**src/rtl/tfpc_pkg.sv**
```systemverilog
package tfpc_pkg;

	// calibration steps
	localparam int STEP_W = 3;
	localparam logic [STEP_W-1:0] STEP_FIRST       = 3'd0;
	localparam logic [STEP_W-1:0] STEP_LAST_CORNER = 3'd3;
	localparam logic [STEP_W-1:0] STEP_CHECK       = 3'd4;
	localparam logic [STEP_W-1:0] STEP_DONE        = 3'd5;

	// result status codes
	typedef enum logic [2:0] {
		ST_ADVANCED    = 3'd0,
		ST_REJECTED    = 3'd1,
		ST_CHECK_FAIL  = 3'd2,
		ST_COMPLETE    = 3'd3,
		ST_UNCHECKED   = 3'd4,
		ST_SENSOR_FAIL = 3'd5
	} status_t;

	// register indexes on the config port
	localparam logic [1:0] REG_CHECK_EN  = 2'd0;
	localparam logic [1:0] REG_TARGET_X  = 2'd1;
	localparam logic [1:0] REG_TARGET_Y  = 2'd2;
	localparam logic [1:0] REG_TOLERANCE = 2'd3;

	localparam int ADDR_W = 4;
	localparam int APB_W  = 32;
	localparam int TOL_W  = 8;

	// axis limit range and output packing
	localparam int LIM_W  = 14;
	localparam int LIM_LO = -1024;
	localparam int LIM_HI = 5119;
	localparam int OUT_DATA_W = 64;
	localparam int OUT_USER_W = 4;
	localparam int IN_USER_W  = 2;

	// control part of a step result
	typedef struct packed {
		logic [STEP_W-1:0] step_now;
		status_t           status;
		logic              limits_valid;
	} step_res_t;

endpackage

```
**src/rtl/tfpc_cfg.sv**
```systemverilog
module tfpc_cfg #(
	parameter int SCREEN_BITS = 11
) (
	input  logic                            clk,
	input  logic                            arst_n,
	input  logic                            psel,
	input  logic                            penable,
	input  logic                            pwrite,
	input  logic [tfpc_pkg::ADDR_W-1:0]     paddr,
	input  logic [tfpc_pkg::APB_W-1:0]      pwdata,
	output logic [tfpc_pkg::APB_W-1:0]      prdata,
	output logic                            pready,
	output logic                            check_enable,
	output logic [SCREEN_BITS-1:0]          target_x,
	output logic [SCREEN_BITS-1:0]          target_y,
	output logic [tfpc_pkg::TOL_W-1:0]      tolerance
);
	import tfpc_pkg::*;

	logic           wr_en;
	logic [1:0]     reg_idx;

	assign pready  = 1'b1;
	assign reg_idx = paddr[3:2];
	assign wr_en   = psel && penable && pwrite && pready;

	// register writes
	always_ff @(posedge clk or negedge arst_n) begin
		if (!arst_n) begin
			check_enable <= 1'b1;
			target_x     <= SCREEN_BITS'(320);
			target_y     <= SCREEN_BITS'(240);
			tolerance    <= TOL_W'(30);
		end else if (wr_en) begin
			unique case (reg_idx)
				REG_CHECK_EN:  check_enable <= pwdata[0];
				REG_TARGET_X:  target_x     <= pwdata[SCREEN_BITS-1:0];
				REG_TARGET_Y:  target_y     <= pwdata[SCREEN_BITS-1:0];
				REG_TOLERANCE: tolerance    <= pwdata[TOL_W-1:0];
				default:       check_enable <= check_enable;
			endcase
		end
	end

	// read back
	always_comb begin
		unique case (reg_idx)
			REG_CHECK_EN:  prdata = APB_W'(check_enable);
			REG_TARGET_X:  prdata = APB_W'(target_x);
			REG_TARGET_Y:  prdata = APB_W'(target_y);
			REG_TOLERANCE: prdata = APB_W'(tolerance);
			default:       prdata = '0;
		endcase
	end

endmodule

```
**src/rtl/tfpc_step.sv**
```systemverilog
module tfpc_step #(
	parameter int RAW_BITS    = 12,
	parameter int SCREEN_BITS = 11
) (
	input  logic                          clk,
	input  logic                          arst_n,
	input  logic                          fire,
	input  logic [RAW_BITS-1:0]           raw_x,
	input  logic [RAW_BITS-1:0]           raw_y,
	input  logic                          raw_unsettled,
	input  logic                          sensor_error,
	input  logic [SCREEN_BITS-1:0]        screen_x,
	input  logic [SCREEN_BITS-1:0]        screen_y,
	input  logic                          check_enable,
	input  logic [SCREEN_BITS-1:0]        target_x,
	input  logic [SCREEN_BITS-1:0]        target_y,
	input  logic [tfpc_pkg::TOL_W-1:0]    tolerance,
	output tfpc_pkg::step_res_t           res,
	output logic signed [RAW_BITS+3:0]    num_x_min,
	output logic signed [RAW_BITS+3:0]    num_x_max,
	output logic signed [RAW_BITS+3:0]    num_y_min,
	output logic signed [RAW_BITS+3:0]    num_y_max
);
	import tfpc_pkg::*;

	localparam int NUM_W = RAW_BITS + 4;

	logic [STEP_W-1:0]   cal_step_q;
	logic [RAW_BITS-1:0] corner_x_q [3];
	logic [RAW_BITS-1:0] corner_y_q [3];

	logic [STEP_W-1:0]   cur_step;
	logic [STEP_W-1:0]   next_step;
	status_t             status;
	logic                store;
	logic                lim_v;
	logic                far_off;
	logic [SCREEN_BITS-1:0] dist_x;
	logic [SCREEN_BITS-1:0] dist_y;
	logic [RAW_BITS:0]   sum_xa, sum_xb, sum_ya, sum_yb;
	logic [RAW_BITS-1:0] avg_xa, avg_xb, avg_ya, avg_yb;

	// 7*near - far, never overflows RAW_BITS+4 signed bits
	function automatic logic signed [NUM_W-1:0] extrap_num(
		input logic [RAW_BITS-1:0] near_v,
		input logic [RAW_BITS-1:0] far_v
	);
		logic [NUM_W-1:0] n;
		logic [NUM_W-1:0] f;
		n = NUM_W'(near_v);
		f = NUM_W'(far_v);
		return $signed((n << 3) - n - f);
	endfunction

	// a finished run restarts at the first corner
	assign cur_step = (cal_step_q >= STEP_DONE) ? STEP_FIRST : cal_step_q;

	// per-axis distance from the target
	assign dist_x  = (target_x >= screen_x) ? target_x - screen_x : screen_x - target_x;
	assign dist_y  = (target_y >= screen_y) ? target_y - screen_y : screen_y - target_y;
	assign far_off = (dist_x > SCREEN_BITS'(tolerance)) || (dist_y > SCREEN_BITS'(tolerance));

	// step sequencing
	always_comb begin
		next_step = cur_step;
		status    = ST_ADVANCED;
		store     = 1'b0;
		lim_v     = 1'b0;
		if (cur_step < STEP_CHECK) begin
			priority if (sensor_error) begin
				next_step = STEP_DONE;
				status    = ST_SENSOR_FAIL;
			end else if (raw_unsettled) begin
				status    = ST_REJECTED;
			end else begin
				store     = 1'b1;
				lim_v     = (cur_step == STEP_LAST_CORNER);
				next_step = cur_step + STEP_W'(1);
			end
		end else begin
			priority if (!check_enable) begin
				next_step = STEP_DONE;
				status    = ST_UNCHECKED;
			end else if (far_off) begin
				next_step = STEP_FIRST;
				status    = ST_CHECK_FAIL;
			end else begin
				next_step = STEP_DONE;
				status    = ST_COMPLETE;
			end
		end
	end

	// edge pair averages, the live reading is the bottom-left corner
	assign sum_xa = {1'b0, corner_x_q[0]} + {1'b0, raw_x};
	assign sum_xb = {1'b0, corner_x_q[1]} + {1'b0, corner_x_q[2]};
	assign sum_ya = {1'b0, corner_y_q[0]} + {1'b0, corner_y_q[1]};
	assign sum_yb = {1'b0, corner_y_q[2]} + {1'b0, raw_y};
	assign avg_xa = sum_xa[RAW_BITS:1];
	assign avg_xb = sum_xb[RAW_BITS:1];
	assign avg_ya = sum_ya[RAW_BITS:1];
	assign avg_yb = sum_yb[RAW_BITS:1];

	// numerators, zero when no limits go out
	assign num_x_max = lim_v ? extrap_num(avg_xb, avg_xa) : '0;
	assign num_x_min = lim_v ? extrap_num(avg_xa, avg_xb) : '0;
	assign num_y_max = lim_v ? extrap_num(avg_yb, avg_ya) : '0;
	assign num_y_min = lim_v ? extrap_num(avg_ya, avg_yb) : '0;

	assign res.step_now     = next_step;
	assign res.status       = status;
	assign res.limits_valid = lim_v;

	// step register
	always_ff @(posedge clk or negedge arst_n) begin
		if (!arst_n) begin
			cal_step_q <= STEP_FIRST;
		end else if (fire) begin
			cal_step_q <= next_step;
		end
	end

	// corner store, last corner is used live and not kept
	always_ff @(posedge clk) begin
		for (int i = 0; i < 3; i++) begin
			if (fire && store && cur_step == STEP_W'(i)) begin
				corner_x_q[i] <= raw_x;
				corner_y_q[i] <= raw_y;
			end
		end
	end

endmodule

```
**src/rtl/tfpc_div6.sv**
```systemverilog
module tfpc_div6 #(
	parameter int RAW_BITS = 12
) (
	input  logic signed [RAW_BITS+3:0]          num,
	output logic signed [tfpc_pkg::LIM_W-1:0]   lim
);
	import tfpc_pkg::*;

	localparam int NW = RAW_BITS + 3;
	localparam int SH = NW + 2;
	localparam int QW = (NW + 1 > 15) ? NW + 1 : 15;
	localparam logic [SH-1:0] RECIP = SH'((64'd1 << SH) / 64'd6);
	localparam logic signed [QW-1:0] SAT_LO = QW'(LIM_LO);
	localparam logic signed [QW-1:0] SAT_HI = QW'(LIM_HI);

	logic signed [NW:0]    neg;
	logic [NW-1:0]         mag;
	logic [NW+SH-1:0]      prod;
	logic [NW-1:0]         q0;
	logic [NW+2:0]         rem;
	logic [NW-1:0]         q1;
	logic signed [QW-1:0]  qpos;
	logic signed [QW-1:0]  qs;

	// magnitude, truncation toward zero is done on it
	assign neg = -num;
	assign mag = num[NW] ? neg[NW-1:0] : num[NW-1:0];

	// reciprocal estimate is low by at most one, one correction step
	assign prod = {{SH{1'b0}}, mag} * {{NW{1'b0}}, RECIP};
	assign q0   = prod[NW+SH-1:SH];
	assign rem  = {3'b000, mag} - ({3'b000, q0} * (NW+3)'(6));
	assign q1   = (rem >= (NW+3)'(6)) ? q0 + NW'(1) : q0;

	// sign back and saturate
	assign qpos = $signed({{(QW-NW){1'b0}}, q1});
	assign qs   = num[NW] ? -qpos : qpos;

	always_comb begin
		priority if (qs < SAT_LO) begin
			lim = SAT_LO[LIM_W-1:0];
		end else if (qs > SAT_HI) begin
			lim = SAT_HI[LIM_W-1:0];
		end else begin
			lim = qs[LIM_W-1:0];
		end
	end

endmodule

```
**src/rtl/touch_four_point_calibrator_top.sv**
```systemverilog
// channel  dir  signals                         contents
// s_       in   s_tvalid/s_tready/s_tdata/s_tuser  one touch release word
// m_       out  m_tvalid/m_tready/m_tdata/m_tuser  one step result word
// apb      in   psel/penable/pwrite/paddr/pwdata  check_enable, target_x/y, tolerance
//
// three register stages: input, step result, limits; one word per cycle sustained while
// m_tready stays high.
// the step register and corner store update as a word leaves the input stage,
// so each word sees the state its predecessor left.
// arst_n clears the step, config registers and stage valids; corners are kept.
// a stall on m_tready backs up through the stages; s_tready follows the first free stage.
module touch_four_point_calibrator_top #(
	parameter int RAW_BITS    = 12,
	parameter int SCREEN_BITS = 11
) (
	input  logic                                   clk,
	input  logic                                   arst_n,
	input  logic                                   s_tvalid,
	output logic                                   s_tready,
	// raw_x, raw_y, screen_x, screen_y, zero pad
	input  logic [((2*RAW_BITS+2*SCREEN_BITS+7)/8)*8-1:0] s_tdata,
	// raw_unsettled, sensor_error
	input  logic [tfpc_pkg::IN_USER_W-1:0]         s_tuser,
	output logic                                   m_tvalid,
	input  logic                                   m_tready,
	// step_now, x_min, x_max, y_min, y_max, zero pad
	output logic [tfpc_pkg::OUT_DATA_W-1:0]        m_tdata,
	// status, limits_valid
	output logic [tfpc_pkg::OUT_USER_W-1:0]        m_tuser,
	input  logic                                   psel,
	input  logic                                   penable,
	input  logic                                   pwrite,
	input  logic [tfpc_pkg::ADDR_W-1:0]            paddr,
	input  logic [tfpc_pkg::APB_W-1:0]             pwdata,
	output logic [tfpc_pkg::APB_W-1:0]             prdata,
	output logic                                   pready
);
	import tfpc_pkg::*;

	localparam int NUM_W = RAW_BITS + 4;
	localparam int RY_LO = RAW_BITS;
	localparam int SX_LO = 2 * RAW_BITS;
	localparam int SY_LO = 2 * RAW_BITS + SCREEN_BITS;
	localparam int OUT_USED = STEP_W + 4 * LIM_W;

	logic                   check_enable;
	logic [SCREEN_BITS-1:0] target_x;
	logic [SCREEN_BITS-1:0] target_y;
	logic [TOL_W-1:0]       tolerance;

	logic en_s1, en_s2, en_s3;

	logic                   valid_s1;
	logic [RAW_BITS-1:0]    raw_x_s1, raw_y_s1;
	logic                   unsettled_s1, sensor_err_s1;
	logic [SCREEN_BITS-1:0] screen_x_s1, screen_y_s1;

	step_res_t              step_res;
	logic signed [NUM_W-1:0] nxmin, nxmax, nymin, nymax;

	logic                   valid_s2;
	step_res_t              res_s2;
	logic signed [NUM_W-1:0] nxmin_s2, nxmax_s2, nymin_s2, nymax_s2;

	logic signed [LIM_W-1:0] xmin, xmax, ymin, ymax;

	logic                   valid_s3;
	step_res_t              res_s3;
	logic signed [LIM_W-1:0] xmin_s3, xmax_s3, ymin_s3, ymax_s3;

	// stage enables
	assign en_s3    = !valid_s3 || m_tready;
	assign en_s2    = !valid_s2 || en_s3;
	assign en_s1    = !valid_s1 || en_s2;
	assign s_tready = en_s1;

	tfpc_cfg #(
		.SCREEN_BITS(SCREEN_BITS)
	) u_cfg (
		.clk          (clk),
		.arst_n       (arst_n),
		.psel         (psel),
		.penable      (penable),
		.pwrite       (pwrite),
		.paddr        (paddr),
		.pwdata       (pwdata),
		.prdata       (prdata),
		.pready       (pready),
		.check_enable (check_enable),
		.target_x     (target_x),
		.target_y     (target_y),
		.tolerance    (tolerance)
	);

	// stage valids
	always_ff @(posedge clk or negedge arst_n) begin
		if (!arst_n) begin
			valid_s1 <= 1'b0;
			valid_s2 <= 1'b0;
			valid_s3 <= 1'b0;
		end else begin
			if (en_s1) valid_s1 <= s_tvalid;
			if (en_s2) valid_s2 <= valid_s1;
			if (en_s3) valid_s3 <= valid_s2;
		end
	end

	// input stage payload
	always_ff @(posedge clk) begin
		if (en_s1 && s_tvalid) begin
			raw_x_s1      <= s_tdata[RAW_BITS-1:0];
			raw_y_s1      <= s_tdata[RY_LO+RAW_BITS-1:RY_LO];
			screen_x_s1   <= s_tdata[SX_LO+SCREEN_BITS-1:SX_LO];
			screen_y_s1   <= s_tdata[SY_LO+SCREEN_BITS-1:SY_LO];
			unsettled_s1  <= s_tuser[0];
			sensor_err_s1 <= s_tuser[1];
		end
	end

	tfpc_step #(
		.RAW_BITS    (RAW_BITS),
		.SCREEN_BITS (SCREEN_BITS)
	) u_step (
		.clk           (clk),
		.arst_n        (arst_n),
		.fire          (valid_s1 && en_s2),
		.raw_x         (raw_x_s1),
		.raw_y         (raw_y_s1),
		.raw_unsettled (unsettled_s1),
		.sensor_error  (sensor_err_s1),
		.screen_x      (screen_x_s1),
		.screen_y      (screen_y_s1),
		.check_enable  (check_enable),
		.target_x      (target_x),
		.target_y      (target_y),
		.tolerance     (tolerance),
		.res           (step_res),
		.num_x_min     (nxmin),
		.num_x_max     (nxmax),
		.num_y_min     (nymin),
		.num_y_max     (nymax)
	);

	// step result stage
	always_ff @(posedge clk) begin
		if (en_s2 && valid_s1) begin
			res_s2   <= step_res;
			nxmin_s2 <= nxmin;
			nxmax_s2 <= nxmax;
			nymin_s2 <= nymin;
			nymax_s2 <= nymax;
		end
	end

	tfpc_div6 #(.RAW_BITS(RAW_BITS)) u_div_xmin (.num(nxmin_s2), .lim(xmin));
	tfpc_div6 #(.RAW_BITS(RAW_BITS)) u_div_xmax (.num(nxmax_s2), .lim(xmax));
	tfpc_div6 #(.RAW_BITS(RAW_BITS)) u_div_ymin (.num(nymin_s2), .lim(ymin));
	tfpc_div6 #(.RAW_BITS(RAW_BITS)) u_div_ymax (.num(nymax_s2), .lim(ymax));

	// output stage
	always_ff @(posedge clk) begin
		if (en_s3 && valid_s2) begin
			res_s3  <= res_s2;
			xmin_s3 <= xmin;
			xmax_s3 <= xmax;
			ymin_s3 <= ymin;
			ymax_s3 <= ymax;
		end
	end

	// output word packing
	assign m_tvalid = valid_s3;
	assign m_tdata  = {{(OUT_DATA_W-OUT_USED){1'b0}}, ymax_s3, ymin_s3, xmax_s3, xmin_s3,
		res_s3.step_now};
	assign m_tuser  = {res_s3.limits_valid, res_s3.status};

endmodule

```
**config.mk**
```make
export PLATFORM = sky130hd
export DESIGN_NAME = touch_four_point_calibrator_top
export DESIGN_NICKNAME = d
export VERILOG_FILES = /design/src/rtl/tfpc_pkg.sv /design/src/rtl/tfpc_cfg.sv /design/src/rtl/tfpc_step.sv /design/src/rtl/tfpc_div6.sv /design/src/rtl/touch_four_point_calibrator_top.sv
export SDC_FILE = /design/constraint.sdc
export NUM_CORES = 2
export LEC_CHECK = 0
export BUFFER_PORTS_ARGS = -buffer_cell sky130_fd_sc_hd__clkbuf_2
export CAP_MARGIN = 20
export CORE_AREA = 2 2 268 402
export CTS_CLUSTER_DIAMETER = 150
export DETAILED_ROUTE_END_ITERATION = 10
export DIE_AREA = 0 0 270 404
export PLACE_DENSITY = 0.66
export SLEW_MARGIN = 20
export SYNTH_ARGS = -nofsm -noshare
export SYNTH_HDL_FRONTEND = slang
export SYNTH_SLANG_ARGS = --single-unit
```
**constraint.sdc**
```tcl
create_clock -name clk -period 22.3 [get_ports clk]
set_input_delay 3.345 -clock clk [delete_from_list [all_inputs] [get_ports clk]]
set_output_delay 3.345 -clock clk [all_outputs]
set_load 0.02 [all_outputs]
```
==> results.py <==
metrics = {
    "floorplanning": {
        "die_h_um": 404,
        "die_area_um2": 109100,
        "ios": 196,
        "dieWidth_um": 270,
        "core_area_um2": 105400,
        "core.rowCount": 146,
        "initial_core_util": 0.3970,
    },
    "logic_synthesis": {
        "synth_edf_count": 248,
        "synth.top_cell.area_share": 0.2129,
        "synthArstFlopShare": 0.1298,
        "ys_types": 113,
        "syn_area_per_cell_um2": 9.290,
        "yosysSeqAreaShare": 0.2004,
        "netlist_top_cells_area": "ha_1 (21%), edfxtp_1 (18%), fa_1 (15%)",
        "synth_top_area_cell": "ha_1",
        "syn_area_um2": 41850,
        "synth_ff_type": "edfxtp_1",
        "synth_cells": 4505,
        "yosysWarnings": 0,
        "synth_seq_cells": 285,
    },
    "clock_tree": {
        "cts_hold_buf": 0,
        "path_clk_slew_ns": 0.07,
        "clockBufferDepth": 3,
        "root_buffer": "clkbuf_16",
        "cts_buffers": 29,
        "ctsHtreeMaxLevel": 1,
        "cts.sinks": 285,
        "clock_latency_ns": 0.63,
        "post_cts_buffers": 0,
        "cts_tree": "built",
        "cts_resized": 0,
    },
    "route": {
        "vias": 32250,
        "vias_per_cell": 5.317,
        "drc_errors": 0,
        "drtIter0Drc": 1410,
        "dr.pass1.iters": 6,
        "drtAntennaViolNets": 0,
        "wl_per_cell_um": 17.10,
        "drt_wl_total_um": 103700,
    },
    "sta": {
        "max_freq_mhz": 63.16,
        "period_minus_slack_ns": 15.83,
        "worst_pin_slew_ns": 1.087,
        "slew_violations": 0,
        "setup_viol": 0,
        "skew_ns": 0.03938,
        "relSlewSlack": 0.2563,
        "rsz0062_at_grt": "false",
        "hold_viol": 0,
        "post-route-period-util": 0.7100,
        "fin_ws_ns": 6.467,
        "finalSetupTns_ns": 0,
    },
    "placed_design": {
        "dp_hpwl_um": 87680,
        "dp_slack_ns": 6.564,
        "port_buffers": 143,
        "gp_congestion": 0.9135,
    },
    "min_path": {
        "hold_path.class": "reg -> reg",
        "hold_depth": 0,
    },
    "global_routing": {
        "overflow": 0,
        "grt_max_degree": 70,
        "antenna_found_initial": 1,
        "grt_pass1_wl_um": 167100,
        "track_usage": 0.1885,
        "grt_pass1_vias": 33010,
    },
    "cells_and_area": {
        "final_cell_mix": "inv_1 (778), ha_1 (712), fa_1 (306), a21oi_1 (268), edfxtp_1 (248)",
        "syn2layout_area_growth_pct": 7.827,
        "nNetsFinal": 5746,
        "final_common_cell": "inv_1",
        "drive_above_1_share": 0.07514,
        "antennaDiodeCount": 0,
    },
    "setup_path": {
        "worst_path_largest_cell_delay_ns": 0.64,
        "path_max_fanout": 12,
        "reg2reg_depth": 52,
        "worst_setup_path_start_kind": "register",
        "worstSetupEndpointType": "register",
        "critical_path_class": "reg -> reg",
        "arrival_ns": 16.22,
        "crit_required_ns": 22.69,
        "crit_slowest_cell": "nor3_2",
    },
    "job": {
        "cap_violations": 0,
    },
    "status": {
        "status": "finished clean",
    },
}
## metal layers
metal	part of all wire	track usage	wire, µm	up-vias
met5	0	0	0	-
met4	0.043	0.07612	4406	0
met3	0.029	0.01602	2969	191
met2	0.54	0.3703	55940	601
met1	0.39	0.2055	40360	15570
li1	-	-	-	15880
## final timing paths
kind,startpoint,endpoint,slack (ns)
worst min-delay path,res_s2[1],m_tuser[0],0.42
worst max-delay path,nymin_s2[0],ymax_s3[10],6.47
min in group asynchronous,arst_n,u_cfg.target_y[8],2.84
worst min register to register,res_s2[1],m_tuser[0],0.42
max in group asynchronous,arst_n,u_step.cal_step_q[1],18.87
worst max register to register,nymin_s2[0],ymax_s3[10],6.47
## cell usage after synthesis (45+ instances only)
library cell,count
o21bai_1,70
a21oi_1,268
nand3_1,85
a21o_1,95
nor2_1,173
clkbuf_1,53
o21ai_0,214
ha_1,712
xnor2_1,233
nand2_1,220
fa_1,306
inv_1,779
nand4_1,45
xor2_1,99
nor3_1,73
nor2b_1,63
nand2b_1,48
edfxtp_1,248
## worst max-delay path, delay by kind of cell (launching register included)
family / cells / cell delay, ns
xor gates and xnor gates: 4 / 1.18
and+or+nand+nor: 13 / 4.03
DFF: 1 / 0.63
AOI/OAI and AO/OA: 17 / 4.71
buffers and inverters: 6 / 0.40
adders and majority gates: 11 / 4.30
muxes: 1 / 0.33
## area by class of cell
cell class              count  area (µm²)
clock buffers              30       729.5
clock inverters            24       225.2
fillers                 10270       60280
inverters                 786        2950
multi-input cells        3361       30130
flip-flops and latches    285        8387
well taps                1406        1759
repair buffers            172       945.9
## flip-flops by register name, summed over array words and instances, names as in the netlist, 3 cells and up
name / flops
m_tuser: 4
nxmax_s2: 13
nymin_s2: 16
u_cfg.target_y: 11
xmax_s3: 14
screen_y_s1: 11
screen_x_s1: 11
m_tdata: 3
nxmin_s2: 16
ymax_s3: 14
raw_y_s1: 12
u_cfg.tolerance: 8
ymin_s3: 14
raw_x_s1: 12
nymax_s2: 13
u_step.corner_x_q: 36
res_s2: 7
u_cfg.target_x: 11
u_step.cal_step_q: 3
u_step.corner_y_q: 36
xmin_s3: 14
## cells by family after synthesis
family | share of synthesized area
other | 0.0001794
adder cells (fa/ha/maj) | 0.3592
buffers and inverters | 0.08246
XOR/XNOR | 0.07026
flip-flops | 0.2004
AO/OA/AOI/OAI | 0.1594
AND/OR/NAND/NOR | 0.1164
multiplexers | 0.01172
## through the flow
step | util | cell area (µm²) | hold slack, ns | instances
detailed placement | 0.4188 | 44140 | 0.4045 | 6009
global route | 0.4281 | 45130 | 0.4259 | 6064
finish | 0.4281 | 45130 | 0.4205 | 6064
CTS | 0.4279 | 45100 | 0.4191 | 6063
floorplan | - | 41940 | 0.4003 | 4530
global placement | 0.4188 | 44140 | 0.4028 | 6009
Power is left out: the tool's default activity adds up to more than one toggle a clock period on the data nets, which glitch-free logic cannot reach.
